File: src/rtl/jlc_pkg.sv
package jlc_pkg;

	// Widths of the byte counter and of the nesting counter.
	localparam int OFFSET_BITS = 32;
	localparam int DEPTH_BITS  = 8;

	// Widths fixed by the channel payloads.
	localparam int BYTE_W  = 8;
	localparam int LIMIT_W = 8;
	localparam int KIND_W  = 3;
	localparam int ERR_W   = 32;

	localparam logic [LIMIT_W-1:0] DEPTH_LIMIT_RST = 8'd64;

	// Error categories reported in error_kind.
	localparam logic [KIND_W-1:0] ERR_STR_CTRL  = 3'd0;
	localparam logic [KIND_W-1:0] ERR_ESC_END   = 3'd1;
	localparam logic [KIND_W-1:0] ERR_BAD_UNI   = 3'd2;
	localparam logic [KIND_W-1:0] ERR_NUL_UNI   = 3'd3;
	localparam logic [KIND_W-1:0] ERR_DEPTH     = 3'd4;
	localparam logic [KIND_W-1:0] ERR_UNMATCHED = 3'd5;
	localparam logic [KIND_W-1:0] ERR_WSPACE    = 3'd6;
	localparam logic [KIND_W-1:0] ERR_NUMBER    = 3'd7;

	typedef struct packed {
		logic [BYTE_W-1:0] data_byte;
		logic              last_byte;
	} jlc_item_t;

	// Reported offset keeps the low ERR_W bits of the byte counter.
	function automatic logic [ERR_W-1:0] to_err_off(input logic [OFFSET_BITS-1:0] v);
		logic [OFFSET_BITS+ERR_W-1:0] w;
		w = {{ERR_W{1'b0}}, v};
		return w[ERR_W-1:0];
	endfunction

endpackage

File: src/rtl/jlc_channels.sv


interface jlc_result_if
	import jlc_pkg::*;
	();
	logic              valid;
	logic              ready;
	logic              accepted;
	logic [KIND_W-1:0] error_kind;
	logic [ERR_W-1:0]  error_offset;

	modport source (output valid, output accepted, output error_kind, output error_offset,
		input ready);
	modport sink (input valid, input accepted, input error_kind, input error_offset,
		output ready);
endinterface


File: src/rtl/jlc_lexer.sv
module jlc_lexer
	import jlc_pkg::*;
(
	input  logic               clk,
	input  logic               arst_n,
	input  logic               item_valid,
	input  jlc_item_t          item,
	input  logic [LIMIT_W-1:0] depth_limit,
	output logic               take,
	jlc_result_if.source       result
);

	localparam logic [3:0] M_OUT   = 4'd0;
	localparam logic [3:0] M_STR   = 4'd1;
	localparam logic [3:0] M_ESC   = 4'd2;
	localparam logic [3:0] M_HEX   = 4'd3;
	localparam logic [3:0] M_NEG   = 4'd4;
	localparam logic [3:0] M_ZERO  = 4'd5;
	localparam logic [3:0] M_INT   = 4'd6;
	localparam logic [3:0] M_FRAC0 = 4'd7;
	localparam logic [3:0] M_FRAC  = 4'd8;
	localparam logic [3:0] M_EXP0  = 4'd9;
	localparam logic [3:0] M_EXPS  = 4'd10;
	localparam logic [3:0] M_EXPD  = 4'd11;

	localparam logic [BYTE_W-1:0] CH_SPACE  = 8'h20;
	localparam logic [BYTE_W-1:0] CH_TAB    = 8'h09;
	localparam logic [BYTE_W-1:0] CH_LF     = 8'h0A;
	localparam logic [BYTE_W-1:0] CH_CR     = 8'h0D;
	localparam logic [BYTE_W-1:0] CH_QUOTE  = 8'h22;
	localparam logic [BYTE_W-1:0] CH_BSLASH = 8'h5C;
	localparam logic [BYTE_W-1:0] CH_COMMA  = 8'h2C;
	localparam logic [BYTE_W-1:0] CH_MINUS  = 8'h2D;
	localparam logic [BYTE_W-1:0] CH_PLUS   = 8'h2B;
	localparam logic [BYTE_W-1:0] CH_DOT    = 8'h2E;
	localparam logic [BYTE_W-1:0] CH_ZERO   = 8'h30;
	localparam logic [BYTE_W-1:0] CH_NINE   = 8'h39;
	localparam logic [BYTE_W-1:0] CH_UP_A   = 8'h41;
	localparam logic [BYTE_W-1:0] CH_UP_E   = 8'h45;
	localparam logic [BYTE_W-1:0] CH_UP_F   = 8'h46;
	localparam logic [BYTE_W-1:0] CH_LO_A   = 8'h61;
	localparam logic [BYTE_W-1:0] CH_LO_E   = 8'h65;
	localparam logic [BYTE_W-1:0] CH_LO_F   = 8'h66;
	localparam logic [BYTE_W-1:0] CH_LO_U   = 8'h75;
	localparam logic [BYTE_W-1:0] CH_LBRACK = 8'h5B;
	localparam logic [BYTE_W-1:0] CH_RBRACK = 8'h5D;
	localparam logic [BYTE_W-1:0] CH_LBRACE = 8'h7B;
	localparam logic [BYTE_W-1:0] CH_RBRACE = 8'h7D;

	localparam int CMP_W = (DEPTH_BITS + 1 > LIMIT_W) ? DEPTH_BITS + 1 : LIMIT_W;
	localparam logic [OFFSET_BITS-1:0] POS_ONE   = {{(OFFSET_BITS-1){1'b0}}, 1'b1};
	localparam logic [OFFSET_BITS-1:0] POS_MAX   = {OFFSET_BITS{1'b1}};
	localparam logic [DEPTH_BITS-1:0]  DEPTH_ONE = {{(DEPTH_BITS-1){1'b0}}, 1'b1};

	logic [3:0]             mode_q;
	logic [DEPTH_BITS-1:0]  depth_q;
	logic [OFFSET_BITS-1:0] pos_q;
	logic [OFFSET_BITS-1:0] mark_q;
	logic [2:0]             hex_cnt_q;
	logic                   hex_zero_q;
	logic                   err_seen_q;

	logic                   out_valid_q;
	logic                   out_accepted_q;
	logic [KIND_W-1:0]      out_kind_q;
	logic [ERR_W-1:0]       out_off_q;

	logic [3:0]             mode_n;
	logic [DEPTH_BITS-1:0]  depth_n;
	logic [OFFSET_BITS-1:0] mark_n;
	logic [2:0]             hex_cnt_n;
	logic                   hex_zero_n;
	logic [OFFSET_BITS-1:0] pos_inc;
	logic                   err;
	logic [KIND_W-1:0]      kind;
	logic [OFFSET_BITS-1:0] err_off;
	logic                   has_result;

	logic [BYTE_W-1:0] c;
	logic              is_dig;
	logic              is_hex;
	logic              is_term;
	logic [DEPTH_BITS:0] depth_inc;
	logic              too_deep;

	assign c      = item.data_byte;
	assign is_dig = (c >= CH_ZERO) && (c <= CH_NINE);
	assign is_hex = is_dig || ((c >= CH_LO_A) && (c <= CH_LO_F))
		|| ((c >= CH_UP_A) && (c <= CH_UP_F));
	assign is_term = (c == CH_SPACE) || (c == CH_TAB) || (c == CH_CR) || (c == CH_LF)
		|| (c == CH_COMMA) || (c == CH_RBRACK) || (c == CH_RBRACE);

	// The extra top bit catches a wrap of the nesting counter itself.
	assign depth_inc = {1'b0, depth_q} + {{DEPTH_BITS{1'b0}}, 1'b1};
	assign too_deep  = depth_inc[DEPTH_BITS] || (CMP_W'(depth_inc) > CMP_W'(depth_limit));
	assign pos_inc   = (pos_q == POS_MAX) ? pos_q : pos_q + POS_ONE;

	always_comb begin
		logic do_tail;
		logic dot_ok;
		logic exp_ok;
		logic go_out;

		mode_n     = mode_q;
		depth_n    = depth_q;
		mark_n     = mark_q;
		hex_cnt_n  = hex_cnt_q;
		hex_zero_n = hex_zero_q;
		err        = 1'b0;
		kind       = ERR_STR_CTRL;
		err_off    = pos_q;
		do_tail    = 1'b0;
		dot_ok     = 1'b0;
		exp_ok     = 1'b0;
		go_out     = 1'b0;

		case (mode_q)
			M_STR: begin
				if (c < CH_SPACE) begin
					err  = 1'b1;
					kind = ERR_STR_CTRL;
				end else if (c == CH_BSLASH) begin
					mark_n = pos_q;
					mode_n = M_ESC;
				end else if (c == CH_QUOTE) begin
					mode_n = M_OUT;
				end
			end
			M_ESC: begin
				if (c == CH_LO_U) begin
					mode_n     = M_HEX;
					hex_cnt_n  = 3'd0;
					hex_zero_n = 1'b1;
				end else begin
					mode_n = M_STR;
				end
			end
			M_HEX: begin
				err_off = mark_q;
				if (!is_hex) begin
					err  = 1'b1;
					kind = ERR_BAD_UNI;
				end else begin
					hex_zero_n = hex_zero_q && (c == CH_ZERO);
					hex_cnt_n  = hex_cnt_q + 3'd1;
					if (hex_cnt_q == 3'd3) begin
						if (hex_zero_n) begin
							err  = 1'b1;
							kind = ERR_NUL_UNI;
						end else begin
							mode_n = M_STR;
						end
					end
				end
			end
			M_NEG: begin
				if (!is_dig) begin
					err     = 1'b1;
					kind    = ERR_NUMBER;
					err_off = mark_q;
				end else begin
					mode_n = (c == CH_ZERO) ? M_ZERO : M_INT;
				end
			end
			M_ZERO: begin
				do_tail = 1'b1;
				dot_ok  = 1'b1;
				exp_ok  = 1'b1;
			end
			M_INT: begin
				do_tail = !is_dig;
				dot_ok  = 1'b1;
				exp_ok  = 1'b1;
			end
			M_FRAC0, M_EXPS: begin
				if (!is_dig) begin
					err     = 1'b1;
					kind    = ERR_NUMBER;
					err_off = mark_q;
				end else begin
					mode_n = (mode_q == M_FRAC0) ? M_FRAC : M_EXPD;
				end
			end
			M_FRAC: begin
				do_tail = !is_dig;
				exp_ok  = 1'b1;
			end
			M_EXP0: begin
				if ((c == CH_PLUS) || (c == CH_MINUS)) begin
					mode_n = M_EXPS;
				end else if (is_dig) begin
					mode_n = M_EXPD;
				end else begin
					err     = 1'b1;
					kind    = ERR_NUMBER;
					err_off = mark_q;
				end
			end
			M_EXPD: begin
				do_tail = !is_dig;
			end
			default: begin
				go_out = 1'b1;
			end
		endcase

		// A terminator ends the number and is then treated as an outside byte.
		if (do_tail) begin
			if (dot_ok && (c == CH_DOT)) begin
				mode_n = M_FRAC0;
			end else if (exp_ok && ((c == CH_LO_E) || (c == CH_UP_E))) begin
				mode_n = M_EXP0;
			end else if (is_term) begin
				go_out = 1'b1;
			end else begin
				err     = 1'b1;
				kind    = ERR_NUMBER;
				err_off = mark_q;
			end
		end

		if (go_out) begin
			mode_n  = M_OUT;
			err_off = pos_q;
			if (c == CH_QUOTE) begin
				mode_n = M_STR;
			end else if ((c == CH_LBRACE) || (c == CH_LBRACK)) begin
				if (too_deep) begin
					err  = 1'b1;
					kind = ERR_DEPTH;
				end else begin
					depth_n = depth_inc[DEPTH_BITS-1:0];
				end
			end else if ((c == CH_RBRACE) || (c == CH_RBRACK)) begin
				if (depth_q == '0) begin
					err  = 1'b1;
					kind = ERR_UNMATCHED;
				end else begin
					depth_n = depth_q - DEPTH_ONE;
				end
			end else if ((c < CH_SPACE) && (c != CH_TAB) && (c != CH_CR) && (c != CH_LF)) begin
				err  = 1'b1;
				kind = ERR_WSPACE;
			end else if ((c == CH_MINUS) || is_dig) begin
				mark_n = pos_q;
				mode_n = (c == CH_MINUS) ? M_NEG : ((c == CH_ZERO) ? M_ZERO : M_INT);
			end
		end

		// Numbers and escapes left unfinished by the last byte.
		if (!err && item.last_byte) begin
			if ((mode_n == M_NEG) || (mode_n == M_FRAC0) || (mode_n == M_EXP0)
				|| (mode_n == M_EXPS)) begin
				err     = 1'b1;
				kind    = ERR_NUMBER;
				err_off = mark_n;
			end else if (mode_n == M_ESC) begin
				err     = 1'b1;
				kind    = ERR_ESC_END;
				err_off = pos_inc;
			end else if (mode_n == M_HEX) begin
				err     = 1'b1;
				kind    = ERR_BAD_UNI;
				err_off = mark_n;
			end
		end
	end

	// One result per document: at its first error, or at its last byte.
	assign has_result = !err_seen_q && (err || item.last_byte);
	assign take       = item_valid && (!out_valid_q || result.ready);

	always_ff @(posedge clk or negedge arst_n) begin
		if (!arst_n) begin
			mode_q     <= M_OUT;
			depth_q    <= '0;
			pos_q      <= '0;
			mark_q     <= '0;
			hex_cnt_q  <= 3'd0;
			hex_zero_q <= 1'b1;
			err_seen_q <= 1'b0;
		end else if (take) begin
			if (item.last_byte) begin
				mode_q     <= M_OUT;
				depth_q    <= '0;
				pos_q      <= '0;
				mark_q     <= '0;
				hex_cnt_q  <= 3'd0;
				hex_zero_q <= 1'b1;
				err_seen_q <= 1'b0;
			end else if (err_seen_q || err) begin
				// Apart from the byte position, lexer state is frozen until the document ends.
				pos_q      <= pos_inc;
				err_seen_q <= 1'b1;
			end else begin
				mode_q     <= mode_n;
				depth_q    <= depth_n;
				pos_q      <= pos_inc;
				mark_q     <= mark_n;
				hex_cnt_q  <= hex_cnt_n;
				hex_zero_q <= hex_zero_n;
			end
		end
	end

	always_ff @(posedge clk or negedge arst_n) begin
		if (!arst_n) begin
			out_valid_q <= 1'b0;
		end else if (take) begin
			out_valid_q <= has_result;
		end else if (result.ready) begin
			out_valid_q <= 1'b0;
		end
	end

	always_ff @(posedge clk) begin
		if (take && has_result) begin
			out_accepted_q <= !err;
			out_kind_q     <= err ? kind : ERR_STR_CTRL;
			out_off_q      <= err ? to_err_off(err_off) : '0;
		end
	end

	assign result.valid        = out_valid_q;
	assign result.accepted     = out_accepted_q;
	assign result.error_kind   = out_kind_q;
	assign result.error_offset = out_off_q;

	// The count rests at four after a complete escape and is cleared on the next one.
	a_hex_count_bounded: assert property (@(posedge clk) disable iff (!arst_n)
		hex_cnt_q <= 3'd4)
		else $error("hex digit count passed four");

	a_accept_clean: assert property (@(posedge clk) disable iff (!arst_n)
		(out_valid_q && out_accepted_q) |-> (out_kind_q == ERR_STR_CTRL && out_off_q == '0))
		else $error("accepted result carries error information");

	a_result_from_take: assert property (@(posedge clk) disable iff (!arst_n)
		$rose(out_valid_q) |-> $past(take))
		else $error("result appeared without a byte being processed");

	a_pos_advance: assert property (@(posedge clk) disable iff (!arst_n)
		(take && !item.last_byte && pos_q != POS_MAX) |=> (pos_q == $past(pos_q) + POS_ONE))
		else $error("byte position did not advance");

	a_doc_restart: assert property (@(posedge clk) disable iff (!arst_n)
		(take && item.last_byte) |=> (pos_q == '0 && !err_seen_q && depth_q == '0))
		else $error("state not cleared after last byte");

endmodule
File: src/flat_wrapper.sv
// flat-port wrapper written by rule: the top's interface ports become plain ports
module jlc_lexer_flat import jlc_pkg::*;
  (clk, arst_n, item_valid, item, depth_limit, take, result_valid, result_accepted, result_error_kind, result_error_offset, result_ready);
  jlc_result_if result_i ();
  input  logic clk;
  input  logic arst_n;
  input  logic item_valid;
  input  jlc_item_t item;
  input  logic [LIMIT_W-1:0] depth_limit;
  output logic take;
  output wire logic [$bits(result_i.valid)-1:0] result_valid;
  output wire logic [$bits(result_i.accepted)-1:0] result_accepted;
  output wire logic [$bits(result_i.error_kind)-1:0] result_error_kind;
  output wire logic [$bits(result_i.error_offset)-1:0] result_error_offset;
  input wire logic [$bits(result_i.ready)-1:0] result_ready;
  assign result_valid = result_i.valid;
  assign result_accepted = result_i.accepted;
  assign result_error_kind = result_i.error_kind;
  assign result_error_offset = result_i.error_offset;
  assign result_i.ready = result_ready;
  jlc_lexer u_core (.clk(clk), .arst_n(arst_n), .item_valid(item_valid), .item(item), .depth_limit(depth_limit), .take(take), .result(result_i));
endmodule
File: config.mk
export PLATFORM = sky130hd
export DESIGN_NAME = jlc_lexer_flat
export DESIGN_NICKNAME = d
export VERILOG_FILES = /design/src/rtl/jlc_pkg.sv /design/src/rtl/jlc_channels.sv /design/src/rtl/jlc_lexer.sv /design/src/flat_wrapper.sv
export SDC_FILE = /design/constraint.sdc
export NUM_CORES = 1
export LEC_CHECK = 0
export BUFFER_PORTS_ARGS = -buffer_cell sky130_fd_sc_hd__buf_4
export CAP_MARGIN = 20
export CORE_ASPECT_RATIO = 1.2
export CORE_MARGIN = 2
export CORE_UTILIZATION = 54
export DETAILED_ROUTE_END_ITERATION = 10
export PLACE_DENSITY = 0.76
export SLEW_MARGIN = 40
export SYNTH_ARGS = -nofsm -noshare
export SYNTH_HDL_FRONTEND = slang
export SYNTH_SLANG_ARGS = --single-unit
File: constraint.sdc
create_clock -name clk -period 9.6 [get_ports clk]
set_input_delay 0.96 -clock clk [delete_from_list [all_inputs] [get_ports clk]]
set_output_delay 0.96 -clock clk [all_outputs]
set_load 0.01 [all_outputs]
==> run_results.csv <==
group,metric,value,unit
synthesis,syn_area,8566,um2
drt,first_pass_iters,5,
die,io_pins,59,
finish,fin_nets,1084,
sta,period_minus_slack,4.433,ns
cts,cts_tree,"built",
cts,cts_root_buffer,"clkbuf_16",
drt,viasPerCell,6.478,
cts,clock_path_buffers,2,
synthesis,synth_nets,1087,
place,dpl-instance-area,8990,um2
critical_path,crit_arrival,4.52,ns
cts,cts_made_buffers,17,
place,io_buffers,58,
critical_path,critPathRequiredTime,9.69,ns
synthesis,seq_area_frac_synth,36.59,%
finish,mostFrequentLayoutCell,"nand2_1",
global_routing,grt_use_total,29.76,%
finish,drive_above_1_share,14.41,%
global_routing,grt_use_met3,5.008,%
cts,htreeDepth,4,
global_routing,grt_use_met1,37.53,%
synthesis,yosysUniqueCellTypes,92,
pwr,power.density,164.8,nW/um2
cts,clk_pin_slew,0.06,ns
drt,drc,0,
global_routing,grt_pass1_vias,7668,
drt,wl_per_cell,19.58,um
global_routing,antenna_found_initial,0,
sta,maxClockFrequency,225.6,MHz
sta,fin_tns_setup,0,ns
critical_path,crit_family,"simple AND/OR/NAND/NOR gates",
synthesis,synth_ff_type,"dfrtp_1",
status,status,"finished, final reports clean",
die,start_util,54.99,%
synthesis,synthArstFlopShare,69.49,%
finish,layout.area.seq,3134,um2
pwr,peakVddDrop,143.6,uV
drt,wl,24870,um
sta,clock_skew,0.01229,ns
sta,setup_viol,0,
critical_path,timing.rr.end,"u_core.result.error_offset[20]$_SDFFCE_PN0P_",
sta,relSlewSlack,41.10,%
cts,cts.sinks,118,
place,place_hpwl,16070,um
sta,rsz0062_at_grt,"false",
pwr,p_total,1.577,mW
finish,final_cell_mix,"nand2_1, dfrtp_1, nor2_1",
sta,fin_crit_sh,46.18,%
critical_path,path_class,"flop to flop",
drt,ant_nets,0,
sta,tightest_slew,0.8835,ns
critical_path,reg2reg_slack,5.17,ns
finish,synthToLayoutAreaGrowth,11.73,%
cts,clock_insertion_delay_worst_skew,0.43,ns
global_routing,busiest_layer,"met2",
sta,drv_slew,0,
die,die_area,16890,um2
die,rows,50,
global_routing,grt_pass1_wl,39650,um
place,place_congestion,0.9007,
critical_path,cpMaxStageDelayCell,"nor3_4",
die,die_h,142.0,um
pwr,p_leak,3.663,nW
sta,holdWs,0.3696,ns
cts,cts_resized,0,
synthesis,yosys_warnings,0,
synthesis,syn_inst,1052,
die,core_area,15580,um2
die,die_x,119.0,um
critical_path,critPathMaxFanout,23,
synthesis,synth_area_per_cell,8.142,um2
finish,stdcell_area,9570,um2
critical_path,crit_path_end_kind,"flop",
drt,vias,8227,
global_routing,grt_max_degree,72,
sta,hold_viol_final,0,
min_path,hp-class,"input pin to asynchronous set/reset pin",
job,max_cap_viol_count,0,
global_routing,use_met2,48.00,%
synthesis,ys_seq_elements,118,
cts,post-cts-setup-buffers,0,
global_routing,grt_remaining_overflow,0,
critical_path,startpoint_type,"flop",
finish,multi_input_area,4954,um2
synthesis,synth_edf_count,36,
critical_path,r2r-start,"u_core.depth_q[0]$_DFFE_PN0P_",
critical_path,crit_path_cell_trace,"ha_1 -> and3_1 -> nand3_1 -> xnor2_1 -> ha_1 -> o21a_1 -> o21ai_0 -> a311oi_1 -> o21ai_0 -> a311oi_2 -> nand2b_1 -> nor2_1 -> nor3_4 -> buf_4",
critical_path,max_stage_delay,0.63,ns
finish,n_antenna_cell,0,
cts,postCtsHoldBufs,0,
finish,nFillCells,1367,
critical_path,crit_buf_inv,1,
critical_path,reg2reg_depth,14,
drt,drtIter0Drc,1020,
registers in the layout, summed over array words and instances (netlist names):
signal                      count
u_core.mark_q                  32
u_core.pos_q                   32
u_core.result.error_offset     32
u_core.depth_q                  8
u_core.mode_q                   4
u_core.hex_cnt_q                3
u_core.result.error_kind        3
u_core.err_seen_q               1
u_core.hex_zero_q               1
u_core.result.accepted          1
u_core.result.valid             1
metal layers:
metal	up-vias	wire, um
li1	3850	-
met1	3883	10060
met2	406	11890
met3	88	1797
met4	0	1113
met5	-	0
power by group:
| part | switching, mW | leakage, nW | total (mW) | internal (mW) |
|---|---|---|---|---|
| Combinational | 0.164 | 1.92 | 0.278 | 0.114 |
| Sequential | 0.110 | 1.46 | 0.685 | 0.575 |
| Clock | 0.226 | 0.289 | 0.615 | 0.389 |
| Total | 0.500 | 3.66 | 1.58 | 1.08 |
final cells by class:
| cell class | count | share of cell area (%) |
|---|---|---|
| Clock buffer | 24 | 5.256 |
| Timing Repair Buffer | 76 | 6.001 |
| Multi-Input combinational cell | 816 | 51.76 |
| Tap cell | 208 | 2.719 |
| Sequential cell | 118 | 32.75 |
| Clock inverter | 8 | 0.7321 |
| Inverter | 20 | 0.7844 |
cells in the mapped netlist, types with 4 or more instances:
master / number / area share [%]
a21o_1: 11 / 0.96
nand2b_1: 10 / 0.73
nor3b_1: 5 / 0.44
nor2b_1: 5 / 0.37
nor4bb_1: 4 / 0.47
and3_1: 13 / 0.95
inv_1: 19 / 0.83
nor3_2: 4 / 0.47
o21ai_1: 22 / 1.3
o21ai_0: 73 / 4.3
o22ai_1: 21 / 1.5
o211ai_1: 5 / 0.44
a221oi_1: 6 / 0.61
o21a_1: 5 / 0.44
nand3_1: 29 / 1.7
mux2i_1: 17 / 2.0
edfxtp_1: 36 / 13
o31ai_1: 6 / 0.53
a22o_1: 36 / 3.7
nand4_1: 12 / 0.88
a31oi_1: 5 / 0.37
a22oi_1: 6 / 0.53
buf_2: 22 / 1.3
nor2_1: 80 / 3.5
buf_6: 5 / 0.66
or3_1: 4 / 0.29
xnor2_1: 19 / 1.9
or2_2: 9 / 0.66
nor3_1: 55 / 3.2
clkbuf_1: 63 / 2.8
nand2_1: 158 / 6.9
buf_1: 6 / 0.26
dfrtp_1: 81 / 24
a21oi_1: 75 / 4.4
xor2_1: 8 / 0.82
a211oi_1: 19 / 1.7
ha_1: 14 / 2.0
nor4_1: 7 / 0.51
through the flow:
stage | util [%] | std cells | setup slack [ns]
after floorplan | - | 1052 | 3.645
after global placement | 57.63 | 1238 | 4.632
after detailed placement | 57.71 | 1238 | 4.835
after CTS | 61.39 | 1270 | 5.153
after global routing | 61.44 | 1270 | 4.876
final | 61.44 | 1270 | 5.167
kinds of logic after synthesis:
group / count (synthesis) / share of synthesized area [%]
AOI/OAI and AO/OA: 328 / 25.49
muxes: 20 / 2.454
adders and majority gates: 14 / 2.045
buffers and inverters: 118 / 6.018
xor gates and xnor gates: 27 / 2.761
and+or+nand+nor: 427 / 24.64
DFF: 118 / 36.59
worst register-to-register path: stages, from the launching register on:
cell and delay (ns):
dfrtp_1 0.46, ha_1 0.27, and3_1 0.22, nand3_1 0.12
xnor2_1 0.18, ha_1 0.33, o21a_1 0.12, o21ai_0 0.07
a311oi_1 0.37, o21ai_0 0.19, a311oi_2 0.38, nand2b_1 0.18
nor2_1 0.10, nor3_4 0.63, buf_4 0.46
worst max-delay path by stage:
stage / start / slack [ns] / cells after the start / endpoint
2_1_floorplan: item[3] / 3.65 / 10 / u_core.result.accepted$_DFFE_PP_
3_3_place_gp: item[8] / 4.63 / 11 / u_core.result.error_offset[5]$_SDFFCE_PN0P_
3_5_place_dp: item[8] / 4.84 / 11 / u_core.result.error_offset[26]$_SDFFCE_PN0P_
4_1_cts: u_core.depth_q[0]$_DFFE_PN0P_ / 5.15 / 14 / u_core.result.error_offset[18]$_SDFFCE_PN0P_
5_1_grt: u_core.depth_q[0]$_DFFE_PN0P_ / 4.88 / 14 / u_core.result.error_offset[20]$_SDFFCE_PN0P_
6_report: u_core.depth_q[0]$_DFFE_PN0P_ / 5.17 / 14 / u_core.result.error_offset[20]$_SDFFCE_PN0P_
Note: power is estimated with default switching activity, not from simulation.
